<file path="src/aet_pkg.sv">
// ----------------------------------------------------------------------------
// aet_pkg: shared types and constants for the expression tokenizer
// Token kinds, scanner modes, character codes, field widths and the
// saturated mantissa value.
// ----------------------------------------------------------------------------
`timescale 1ns / 1ps

package aet_pkg;

    // Sizing
    localparam int MAX_DIGITS    = 18;
    localparam int POSITION_BITS = 16;
    localparam int MAX_RESULTS   = 4;
    localparam int CNT_W         = $clog2(MAX_RESULTS + 1);
    localparam int DIGCNT_W      = $clog2(MAX_DIGITS + 1);

    // Field widths
    localparam int CHAR_W   = 8;
    localparam int KIND_W   = 4;
    localparam int MANT_W   = 60;
    localparam int PLACES_W = 6;
    localparam int ERRPOS_W = 16;
    localparam int ACC_W    = MANT_W + 4;

    localparam logic [MANT_W-1:0]        MANT_LIMIT   = {MANT_W{1'b1}};
    localparam logic [PLACES_W-1:0]      PLACES_LIMIT = {PLACES_W{1'b1}};
    localparam logic [POSITION_BITS-1:0] POS_LIMIT    = {POSITION_BITS{1'b1}};
    localparam logic [ERRPOS_W-1:0]      ERRPOS_LIMIT = {ERRPOS_W{1'b1}};

    // Largest MAX_DIGITS-digit value, clipped to the mantissa field
    function automatic logic [MANT_W-1:0] mant_saturated();
        logic [ACC_W-1:0] v;
        v = '0;
        for (int i = 0; i < MAX_DIGITS; i++) begin
            if (v <= ACC_W'(MANT_LIMIT))
                v = v * ACC_W'(10) + ACC_W'(9);
        end
        if (v > ACC_W'(MANT_LIMIT))
            v = ACC_W'(MANT_LIMIT);
        return v[MANT_W-1:0];
    endfunction

    localparam logic [MANT_W-1:0] MANT_SAT = mant_saturated();

    // Character codes
    localparam logic [CHAR_W-1:0] CH_DOT    = 8'h2E;
    localparam logic [CHAR_W-1:0] CH_LPAREN = 8'h28;
    localparam logic [CHAR_W-1:0] CH_RPAREN = 8'h29;
    localparam logic [CHAR_W-1:0] CH_PLUS   = 8'h2B;
    localparam logic [CHAR_W-1:0] CH_MINUS  = 8'h2D;
    localparam logic [CHAR_W-1:0] CH_SLASH  = 8'h2F;
    localparam logic [CHAR_W-1:0] CH_STAR   = 8'h2A;
    localparam logic [CHAR_W-1:0] CH_SPACE  = 8'h20;
    localparam logic [CHAR_W-1:0] CH_TAB    = 8'h09;
    localparam logic [CHAR_W-1:0] CH_CR     = 8'h0D;
    localparam logic [CHAR_W-1:0] CH_LF     = 8'h0A;
    localparam logic [CHAR_W-1:0] CH_ZERO   = 8'h30;
    localparam logic [CHAR_W-1:0] CH_NINE   = 8'h39;

    typedef enum logic [KIND_W-1:0] {
        TK_LPAREN     = 4'd0,
        TK_RPAREN     = 4'd1,
        TK_PLUS       = 4'd2,
        TK_MINUS      = 4'd3,
        TK_SLASH      = 4'd4,
        TK_STAR       = 4'd5,
        TK_NUMBER     = 4'd6,
        TK_UNEXPECTED = 4'd7,
        TK_END        = 4'd8
    } token_kind_t;

    typedef enum logic [1:0] {
        MODE_IDLE = 2'd0,
        MODE_INT  = 2'd1,
        MODE_DOT  = 2'd2,
        MODE_FRAC = 2'd3
    } scan_mode_t;

    typedef struct packed {
        token_kind_t           kind;
        logic [MANT_W-1:0]     mantissa;
        logic [PLACES_W-1:0]   places;
        logic                  overflow;
        logic [ERRPOS_W-1:0]   err_pos;
        logic [CHAR_W-1:0]     err_char;
        logic                  any_error;
        logic                  last;
    } token_t;

endpackage

</file>
<file path="src/arith_expr_tokenizer.sv">
// ----------------------------------------------------------------------------
// arith_expr_tokenizer: character-stream lexer for arithmetic expressions
// Turns characters into paren, operator, number, unexpected and end tokens.
// ----------------------------------------------------------------------------
// Usage:
//  - s_ channel: one character per transaction, s_end_of_text on the last
//    character of a non-empty string.
//  - m_ channel: one token per transaction; m_last_result marks the final
//    token caused by a character. A character yields 0 to 4 tokens.
//  - Latency: tokens of a character are registered; the first shows on m_
//    the cycle after the character is taken.
//  - Throughput: one character per cycle while each yields at most one
//    token and m_ready is high. A character yielding several tokens holds
//    the output queue until they leave; the next character is taken in the
//    cycle its last token leaves (or at once if it yields none). The mantissa
//    update is one times-ten add and compare, done in the accept cycle.
//  - Reset (aresetn low, synchronous): scanner idle, position zero, output
//    queue empty. No clearing pass.
//  - When m_ready is low, finished tokens wait in the four-entry queue and
//    s_ready stays low while any token is pending.
//  - After the last character of a string all scan state returns to reset.
// ----------------------------------------------------------------------------
`timescale 1ns / 1ps

module arith_expr_tokenizer (
    input  logic                                 aclk,
    input  logic                                 aresetn,
    input  logic                                 s_valid,
    output logic                                 s_ready,
    input  logic [aet_pkg::CHAR_W-1:0]           s_char_code,
    input  logic                                 s_end_of_text,
    output logic                                 m_valid,
    input  logic                                 m_ready,
    output logic [aet_pkg::KIND_W-1:0]           m_token_kind,
    output logic [aet_pkg::MANT_W-1:0]           m_mantissa,
    output logic [aet_pkg::PLACES_W-1:0]         m_decimal_places,
    output logic                                 m_number_overflow,
    output logic [aet_pkg::ERRPOS_W-1:0]         m_error_position,
    output logic [aet_pkg::CHAR_W-1:0]           m_error_char,
    output logic                                 m_any_error,
    output logic                                 m_last_result
);
    import aet_pkg::*;

    // Scanner state
    scan_mode_t                 mode_reg, mode_next;
    logic [MANT_W-1:0]          acc_reg, acc_next;
    logic [PLACES_W-1:0]        places_reg, places_next;
    logic [DIGCNT_W-1:0]        dcnt_reg, dcnt_next;
    logic                       ovf_reg, ovf_next;
    logic [POSITION_BITS-1:0]   pos_reg, pos_next;
    logic                       err_reg, err_next;

    // Output queue, head at entry 0
    token_t                     q_reg [MAX_RESULTS];
    token_t                     q_next [MAX_RESULTS];
    logic [CNT_W-1:0]           qcnt_reg, qcnt_next;

    // Tokens built for the current character
    token_t                     list [MAX_RESULTS];
    logic [CNT_W-1:0]           n;

    logic                       accept;
    logic                       pop;
    logic                       is_digit;
    logic [3:0]                 digit;
    logic                       handle_char;

    // Digit accumulate unit
    logic [ACC_W-1:0]           acc_x10;
    logic [MANT_W-1:0]          add_acc;
    logic [DIGCNT_W-1:0]        add_dcnt;
    logic                       add_ovf;
    logic [PLACES_W-1:0]        add_places;
    logic                       add_frac;

    logic [ERRPOS_W-1:0]        pos_err;
    logic [ERRPOS_W-1:0]        pos_err_m1;

    // Handshake
    assign pop     = m_valid && m_ready;
    assign m_valid = (qcnt_reg != '0);
    assign s_ready = (qcnt_reg == '0) || ((qcnt_reg == CNT_W'(1)) && m_ready);
    assign accept  = s_valid && s_ready;

    assign is_digit = (s_char_code inside {[CH_ZERO:CH_NINE]});
    assign digit    = 4'(s_char_code - CH_ZERO);

    // Position clipped to the error field
    function automatic logic [ERRPOS_W-1:0] clip_pos(input logic [POSITION_BITS-1:0] p);
        logic [32:0] wide;
        wide = 33'(p);
        if (wide > 33'(ERRPOS_LIMIT))
            return ERRPOS_LIMIT;
        return ERRPOS_W'(p);
    endfunction

    assign pos_err    = clip_pos(pos_reg);
    assign pos_err_m1 = clip_pos((pos_reg == '0) ? '0 : pos_reg - POSITION_BITS'(1));

    // Token builders
    function automatic token_t tok_simple(input token_kind_t k);
        token_t t;
        t      = '0;
        t.kind = k;
        return t;
    endfunction

    function automatic token_t tok_number(input logic [MANT_W-1:0] m,
                                          input logic [PLACES_W-1:0] p,
                                          input logic o);
        token_t t;
        t          = '0;
        t.kind     = TK_NUMBER;
        t.mantissa = m;
        t.places   = p;
        t.overflow = o;
        return t;
    endfunction

    function automatic token_t tok_unexp(input logic [ERRPOS_W-1:0] p,
                                         input logic [CHAR_W-1:0] c);
        token_t t;
        t          = '0;
        t.kind     = TK_UNEXPECTED;
        t.err_pos  = p;
        t.err_char = c;
        return t;
    endfunction

    function automatic token_t tok_end(input logic e);
        token_t t;
        t           = '0;
        t.kind      = TK_END;
        t.any_error = e;
        return t;
    endfunction

    // One digit into the accumulator: acc*10 + d, saturating
    assign add_frac = (mode_reg == MODE_DOT) || (mode_reg == MODE_FRAC);
    assign acc_x10  = (ACC_W'(acc_reg) << 3) + (ACC_W'(acc_reg) << 1) + ACC_W'(digit);

    always_comb begin
        add_acc  = acc_reg;
        add_dcnt = dcnt_reg;
        add_ovf  = ovf_reg;
        if (ovf_reg || (dcnt_reg >= DIGCNT_W'(MAX_DIGITS))) begin
            add_ovf = 1'b1;
            add_acc = MANT_SAT;
        end else begin
            if (acc_x10 > ACC_W'(MANT_LIMIT)) begin
                add_ovf = 1'b1;
                add_acc = MANT_SAT;
            end else begin
                add_acc = acc_x10[MANT_W-1:0];
            end
            add_dcnt = dcnt_reg + DIGCNT_W'(1);
        end
        add_places = places_reg;
        if (add_frac && (places_reg < PLACES_LIMIT))
            add_places = places_reg + PLACES_W'(1);
    end

    // Next scan state and token list for the offered character
    always_comb begin
        mode_next   = mode_reg;
        acc_next    = acc_reg;
        places_next = places_reg;
        dcnt_next   = dcnt_reg;
        ovf_next    = ovf_reg;
        err_next    = err_reg;
        pos_next    = (pos_reg < POS_LIMIT) ? pos_reg + POSITION_BITS'(1) : pos_reg;
        handle_char = 1'b0;
        n           = '0;
        for (int i = 0; i < MAX_RESULTS; i++)
            list[i] = '0;

        case (mode_reg)
            MODE_DOT: begin
                if (is_digit) begin
                    mode_next   = MODE_FRAC;
                    acc_next    = add_acc;
                    dcnt_next   = add_dcnt;
                    ovf_next    = add_ovf;
                    places_next = add_places;
                end else begin
                    // held dot not followed by a digit
                    list[n[1:0]] = tok_number(acc_reg, places_reg, ovf_reg);
                    n            = n + CNT_W'(1);
                    list[n[1:0]] = tok_unexp(pos_err_m1, CH_DOT);
                    n            = n + CNT_W'(1);
                    err_next     = 1'b1;
                    mode_next    = MODE_IDLE;
                    acc_next     = '0;
                    places_next  = '0;
                    dcnt_next    = '0;
                    ovf_next     = 1'b0;
                    handle_char  = 1'b1;
                end
            end
            MODE_INT, MODE_FRAC: begin
                if (is_digit) begin
                    acc_next    = add_acc;
                    dcnt_next   = add_dcnt;
                    ovf_next    = add_ovf;
                    places_next = add_places;
                end else if ((s_char_code == CH_DOT) && (mode_reg == MODE_INT)) begin
                    mode_next = MODE_DOT;
                end else begin
                    list[n[1:0]] = tok_number(acc_reg, places_reg, ovf_reg);
                    n            = n + CNT_W'(1);
                    mode_next    = MODE_IDLE;
                    acc_next     = '0;
                    places_next  = '0;
                    dcnt_next    = '0;
                    ovf_next     = 1'b0;
                    handle_char  = 1'b1;
                end
            end
            default: begin
                handle_char = 1'b1;
            end
        endcase

        // Character outside a number
        if (handle_char) begin
            case (s_char_code)
                CH_LPAREN: begin
                    list[n[1:0]] = tok_simple(TK_LPAREN);
                    n            = n + CNT_W'(1);
                end
                CH_RPAREN: begin
                    list[n[1:0]] = tok_simple(TK_RPAREN);
                    n            = n + CNT_W'(1);
                end
                CH_PLUS: begin
                    list[n[1:0]] = tok_simple(TK_PLUS);
                    n            = n + CNT_W'(1);
                end
                CH_MINUS: begin
                    list[n[1:0]] = tok_simple(TK_MINUS);
                    n            = n + CNT_W'(1);
                end
                CH_SLASH: begin
                    list[n[1:0]] = tok_simple(TK_SLASH);
                    n            = n + CNT_W'(1);
                end
                CH_STAR: begin
                    list[n[1:0]] = tok_simple(TK_STAR);
                    n            = n + CNT_W'(1);
                end
                CH_SPACE, CH_TAB, CH_CR, CH_LF: begin
                end
                default: begin
                    if (is_digit) begin
                        // only reached from idle, where number state is clear
                        mode_next   = MODE_INT;
                        acc_next    = add_acc;
                        dcnt_next   = add_dcnt;
                        ovf_next    = add_ovf;
                        places_next = places_reg;
                    end else begin
                        list[n[1:0]] = tok_unexp(pos_err, s_char_code);
                        n            = n + CNT_W'(1);
                        err_next     = 1'b1;
                    end
                end
            endcase
        end

        // End of string: close any number, add the end token, back to reset
        if (s_end_of_text) begin
            if ((mode_next == MODE_INT) || (mode_next == MODE_FRAC)) begin
                list[n[1:0]] = tok_number(acc_next, places_next, ovf_next);
                n            = n + CNT_W'(1);
            end else if (mode_next == MODE_DOT) begin
                list[n[1:0]] = tok_number(acc_next, places_next, ovf_next);
                n            = n + CNT_W'(1);
                list[n[1:0]] = tok_unexp(pos_err, CH_DOT);
                n            = n + CNT_W'(1);
                err_next     = 1'b1;
            end
            list[n[1:0]] = tok_end(err_next);
            n            = n + CNT_W'(1);
            mode_next    = MODE_IDLE;
            acc_next     = '0;
            places_next  = '0;
            dcnt_next    = '0;
            ovf_next     = 1'b0;
            pos_next     = '0;
            err_next     = 1'b0;
        end

        if (n != '0)
            list[n[1:0] - 2'd1].last = 1'b1;
    end

    // Scan state registers
    always_ff @(posedge aclk) begin
        if (!aresetn) begin
            mode_reg   <= MODE_IDLE;
            acc_reg    <= '0;
            places_reg <= '0;
            dcnt_reg   <= '0;
            ovf_reg    <= 1'b0;
            pos_reg    <= '0;
            err_reg    <= 1'b0;
        end else if (accept) begin
            mode_reg   <= mode_next;
            acc_reg    <= acc_next;
            places_reg <= places_next;
            dcnt_reg   <= dcnt_next;
            ovf_reg    <= ovf_next;
            pos_reg    <= pos_next;
            err_reg    <= err_next;
        end
    end

    // Output queue: load on accept, shift on pop
    always_comb begin
        for (int i = 0; i < MAX_RESULTS; i++)
            q_next[i] = q_reg[i];
        qcnt_next = qcnt_reg;
        if (accept) begin
            for (int i = 0; i < MAX_RESULTS; i++)
                q_next[i] = list[i];
            qcnt_next = n;
        end else if (pop) begin
            for (int i = 0; i < MAX_RESULTS - 1; i++)
                q_next[i] = q_reg[i + 1];
            qcnt_next = qcnt_reg - CNT_W'(1);
        end
    end

    always_ff @(posedge aclk) begin
        if (!aresetn) begin
            qcnt_reg <= '0;
        end else begin
            qcnt_reg <= qcnt_next;
        end
    end

    always_ff @(posedge aclk) begin
        for (int i = 0; i < MAX_RESULTS; i++)
            q_reg[i] <= q_next[i];
    end

    // Output ports from the queue head
    assign m_token_kind      = KIND_W'(q_reg[0].kind);
    assign m_mantissa        = q_reg[0].mantissa;
    assign m_decimal_places  = q_reg[0].places;
    assign m_number_overflow = q_reg[0].overflow;
    assign m_error_position  = q_reg[0].err_pos;
    assign m_error_char      = q_reg[0].err_char;
    assign m_any_error       = q_reg[0].any_error;
    assign m_last_result     = q_reg[0].last;

    // Checks
    a_qcnt_bound: assert property (@(posedge aclk) disable iff (!aresetn)
        qcnt_reg <= CNT_W'(MAX_RESULTS))
        else $error("output queue count out of range");

    a_idle_clear: assert property (@(posedge aclk) disable iff (!aresetn)
        (mode_reg == MODE_IDLE) |-> ((acc_reg == '0) && (dcnt_reg == '0) &&
                                     (places_reg == '0) && !ovf_reg))
        else $error("number state not clear outside a number");

    a_ovf_sat: assert property (@(posedge aclk) disable iff (!aresetn)
        ovf_reg |-> (acc_reg == MANT_SAT))
        else $error("overflowed mantissa not saturated");

    a_eot_reset: assert property (@(posedge aclk) disable iff (!aresetn)
        (accept && s_end_of_text) |=>
            ((mode_reg == MODE_IDLE) && (pos_reg == '0) && !err_reg))
        else $error("scan state not reset after end of text");

    a_end_last: assert property (@(posedge aclk) disable iff (!aresetn)
        (m_valid && (m_token_kind == KIND_W'(TK_END))) |->
            (m_last_result && (qcnt_reg == CNT_W'(1))))
        else $error("end token is not the final queued token");

endmodule

</file>
<file path="config.mk">
export PLATFORM = sky130hd
export DESIGN_NAME = arith_expr_tokenizer
export DESIGN_NICKNAME = d
export VERILOG_FILES = /design/src/aet_pkg.sv /design/src/arith_expr_tokenizer.sv
export SDC_FILE = /design/constraint.sdc
export NUM_CORES = 1
export LEC_CHECK = 0
export ABC_AREA = 1
export BUFFER_PORTS_ARGS = -buffer_cell sky130_fd_sc_hd__buf_2
export CAP_MARGIN = 10
export CORE_MARGIN = 4
export CORE_UTILIZATION = 30
export DETAILED_ROUTE_END_ITERATION = 7
export MAX_ROUTING_LAYER = met4
export PLACE_DENSITY = 0.45
export SYNTH_ARGS = -nofsm -noshare
export SYNTH_HDL_FRONTEND = slang
export SYNTH_SLANG_ARGS = --single-unit
</file>
<file path="constraint.sdc">
create_clock -name aclk -period 11.3 [get_ports aclk]
set_input_delay 2.26 -clock aclk [delete_from_list [all_inputs] [get_ports aclk]]
set_output_delay 2.26 -clock aclk [all_outputs]
set_load 0.05 [all_outputs]
</file>
==> results.json <==
{
  "holdBufCountCts": 0,
  "area_growth_syn_to_layout_pct": 12.79,
  "antenna_found_initial": 3,
  "timing_hold_violations_final": 0,
  "vias": 26110,
  "core_area_sq_um": 98420,
  "combPwrFrac": 0.296,
  "h_tree_depth_reported_by_cts": 2,
  "slew_violations": 0,
  "port-buffer-count": 111,
  "timing.rr.start": "mode_reg[1]$_SDFFE_PN0P_",
  "grt_pass1_wl_um": 161700,
  "cts_max_path_buffers": 3,
  "worstPathRequired_ns": 11.79,
  "vias_in_the_first_global_route": 25050,
  "track_usage": 0.2085,
  "synth_edf_count": 388,
  "footprint_of_the_multi_input_gates_sq_um": 14200,
  "avg_cell_area_syn_sq_um": 7.993,
  "max-slew-margin-rel": 0.2069,
  "run_status": "finished, final reports clean",
  "power.share.switching": 0.3764,
  "mostFrequentLayoutCells": "sky130_fd_sc_hd__nand2_1, sky130_fd_sc_hd__edfxtp_1, sky130_fd_sc_hd__nor2_1",
  "fin_tns_setup_ns": 0,
  "clock_sinks": 482,
  "period_minus_slack_ns": 8.205,
  "clk_pin_slew_ns": 0.06,
  "register_area_sq_um": 13530,
  "finalWeightedCongestion": 0.9043,
  "achievable-frequency_mhz": 121.9,
  "clock-skew-final_ns": 0.04006,
  "worst-setup-path-type": "input port to register",
  "layout.cell_area.non_filler_sq_um": 33610,
  "min_path_type": "register to register",
  "vias_per_cell": 5.120,
  "setup_slack_of_the_worst_register_to_register_path_ns": 4.64,
  "wirelength_um": 107800,
  "post-cts-setup-buffers": 0,
  "largest_register_ffs": 388,
  "drt_iter0_drc": 2309,
  "critPathMaxFanout": 24,
  "syn_nets": 3885,
  "drt.antenna.violating_nets": 0,
  "drt-wirelength-per-cell_um": 21.14,
  "yosysUniqueCellTypes": 67,
  "timing.hold.worst.start": "err_reg$_SDFFE_PN0P_",
  "report.final.setup_viol": 0,
  "rsz_0062_raised_after_global_routing": "no",
  "critical_path.endpoint_type": "register",
  "portion_of_total_power_attributed_to_sequential_cells": 0.427,
  "final_layout_size_suffix_gt1_frac": 0.09370,
  "tritoncts": "built",
  "floorplan.initialDensity": 0.3028,
  "power.share.clock": 0.277,
  "path_depth_of_the_worst_reg2reg_path": 29,
  "mostFrequentLayoutCell": "sky130_fd_sc_hd__nand2_1",
  "crit_family": "simple AND/OR/NAND/NOR gates",
  "detailedPlacementHpwl_um": 75420,
  "yosys_warnings": 0,
  "cp-start-kind": "input port",
  "cellPowerDensity_nw_per_um2": 216.4,
  "path_common_cell": "sky130_fd_sc_hd__nor2_1",
  "netlist_instances": 3728,
  "worst-slew-pin-transition_ns": 1.190,
  "postSynthRegisterBits": 482,
  "cts_root_buf": "sky130_fd_sc_hd__clkbuf_16",
  "dieWidth_um": 323.2,
  "worstPathBufferInverterCount": 8,
  "p_leak_nw": 13.94,
  "period_share": 0.7261,
  "drc": 0,
  "post_cts.resized_instances": 0,
  "ir_drop_uv": 173.4,
  "num_cts_buffers": 58,
  "async_flop_share": 0,
  "timing.critical_path.slowest_cell_delay_ns": 0.79,
  "fill_cells": 10510,
  "final_nets": 3917,
  "drt_first_pass_iters": 6,
  "largest_net_degree_at_the_start_of_global_routing": 132,
  "io_pins": 112,
  "die-height_um": 323.2,
  "cap_viol_max_count": 0,
  "seq_area_frac_synth": 0.4542,
  "r2r-end": "q_reg[0][50]$_DFFE_PP_",
  "min_delay_path_depth": 2,
  "post_dp_cell_area_sq_um": 31560,
  "synthesis.area_sq_um": 29800,
  "std_cell_rows": 115,
  "p_sw_w": 0.002737,
  "die-area_sq_um": 104400,
  "cell_internal_pwr_w": 0.004534,
  "globalRouteOverflowTotal": 0,
  "cpMaxStageDelayCell": "sky130_fd_sc_hd__nor2_1",
  "hold-path-endpoint": "err_reg$_SDFFE_PN0P_",
  "clock_latency_ns": 0.69,
  "arrival_ns": 8.70,
  "synth_ff_type": "sky130_fd_sc_hd__edfxtp_1"
}
[worst max-delay path by stage]
stage / startpoint / endpoint / slack (ns) / cells past startpoint
2_1_floorplan: m_ready / qcnt_reg[1]$_SDFFE_PN0P_ / 1.89 / 6
3_3_place_gp: s_char_code[1] / q_reg[0][62]$_DFFE_PP_ / 2.85 / 34
3_5_place_dp: s_char_code[7] / q_reg[0][68]$_DFFE_PP_ / 2.57 / 30
4_1_cts: s_char_code[7] / q_reg[0][50]$_DFFE_PP_ / 3.26 / 30
5_1_grt: s_char_code[7] / q_reg[0][40]$_DFFE_PP_ / 2.60 / 30
6_report: s_char_code[7] / q_reg[0][50]$_DFFE_PP_ / 3.10 / 30
[per-layer routing]
metal / vias up / global-route usage / part of all wire
met5: - / - / 0
met4: 0 / 0.06318 / 0.032
met3: 159 / 0.02834 / 0.047
met2: 696 / 0.3314 / 0.46
met1: 12460 / 0.2776 / 0.46
li1: 12800 / - / -
[cell type report]
type | count | share of cell area
Multi-Input combinational cell | 2711 | 0.4225
Sequential cell | 482 | 0.4027
Clock buffer | 78 | 0.04873
Tap cell | 1287 | 0.04792
Inverter | 357 | 0.04039
Timing Repair Buffer | 150 | 0.02561
Clock inverter | 32 | 0.01191
Antenna cell | 3 | 0.0002234
[tightest hold or removal path, stage by stage, from the launching register on]
cell and delay [ns]:
sky130_fd_sc_hd__dfxtp_1 0.31, sky130_fd_sc_hd__nand2_1 0.06, sky130_fd_sc_hd__a21oi_1 0.05
[synth_stat cells (all sizes together), types with 13 or more instances]
cell type,number,share of area
nand4,21,0.0044
nand3,190,0.033
buf,46,0.0082
o311ai,17,0.0050
o211ai,25,0.0063
nand2,984,0.12
nor2,361,0.050
a21boi,15,0.0043
clkbuf,132,0.017
a22o,23,0.0068
xor2,31,0.0091
a31oi,45,0.0094
inv,351,0.044
ha,142,0.060
nor3,49,0.0094
dfxtp,94,0.063
a21oi,272,0.046
o21a,13,0.0033
edfxtp,388,0.39
a22oi,17,0.0051
o21bai,13,0.0033
o21ai,376,0.064
xnor2,29,0.0085
[power groups by stage]
stage	sequential [W]	combinational, W	clock, W
2_1_floorplan	0.00383	0.000924	0
4_1_cts	0.00312	0.00219	0.00207
6_report	0.00311	0.00215	0.00201
5_1_grt	0.00317	0.00235	0.00213
3_3_place_gp	0.00314	0.00218	0
3_5_place_dp	0.00315	0.00219	0
[metrics by stage]
| stage | power (W) | utilization | cells | worst slack, ns | hold slack [ns] |
|---|---|---|---|---|---|
| 4_1_cts | 0.007376 | 0.3414 | 5097 | 3.265 | 0.4689 |
| 3_5_place_dp | 0.005335 | 0.3207 | 4987 | 2.575 | 0.4598 |
| 3_3_place_gp | 0.005319 | 0.3207 | 4987 | 2.853 | 0.4595 |
| 6_report | 0.007271 | 0.3415 | 5100 | 3.095 | 0.4708 |
| 5_1_grt | 0.007657 | 0.3414 | 5099 | 2.603 | 0.5002 |
| 2_1_floorplan | 0.004755 | - | 3728 | 1.894 | 0.4457 |
[cells by family after synthesis]
group,synth area share
flip-flops,0.4542
adder cells (fa/ha/maj),0.06097
AO/OA/AOI/OAI,0.1688
XOR/XNOR,0.01764
buffers and inverters,0.06996
AND/OR/NAND/NOR,0.2285
Note: power is estimated with default switching activity, not from simulation.
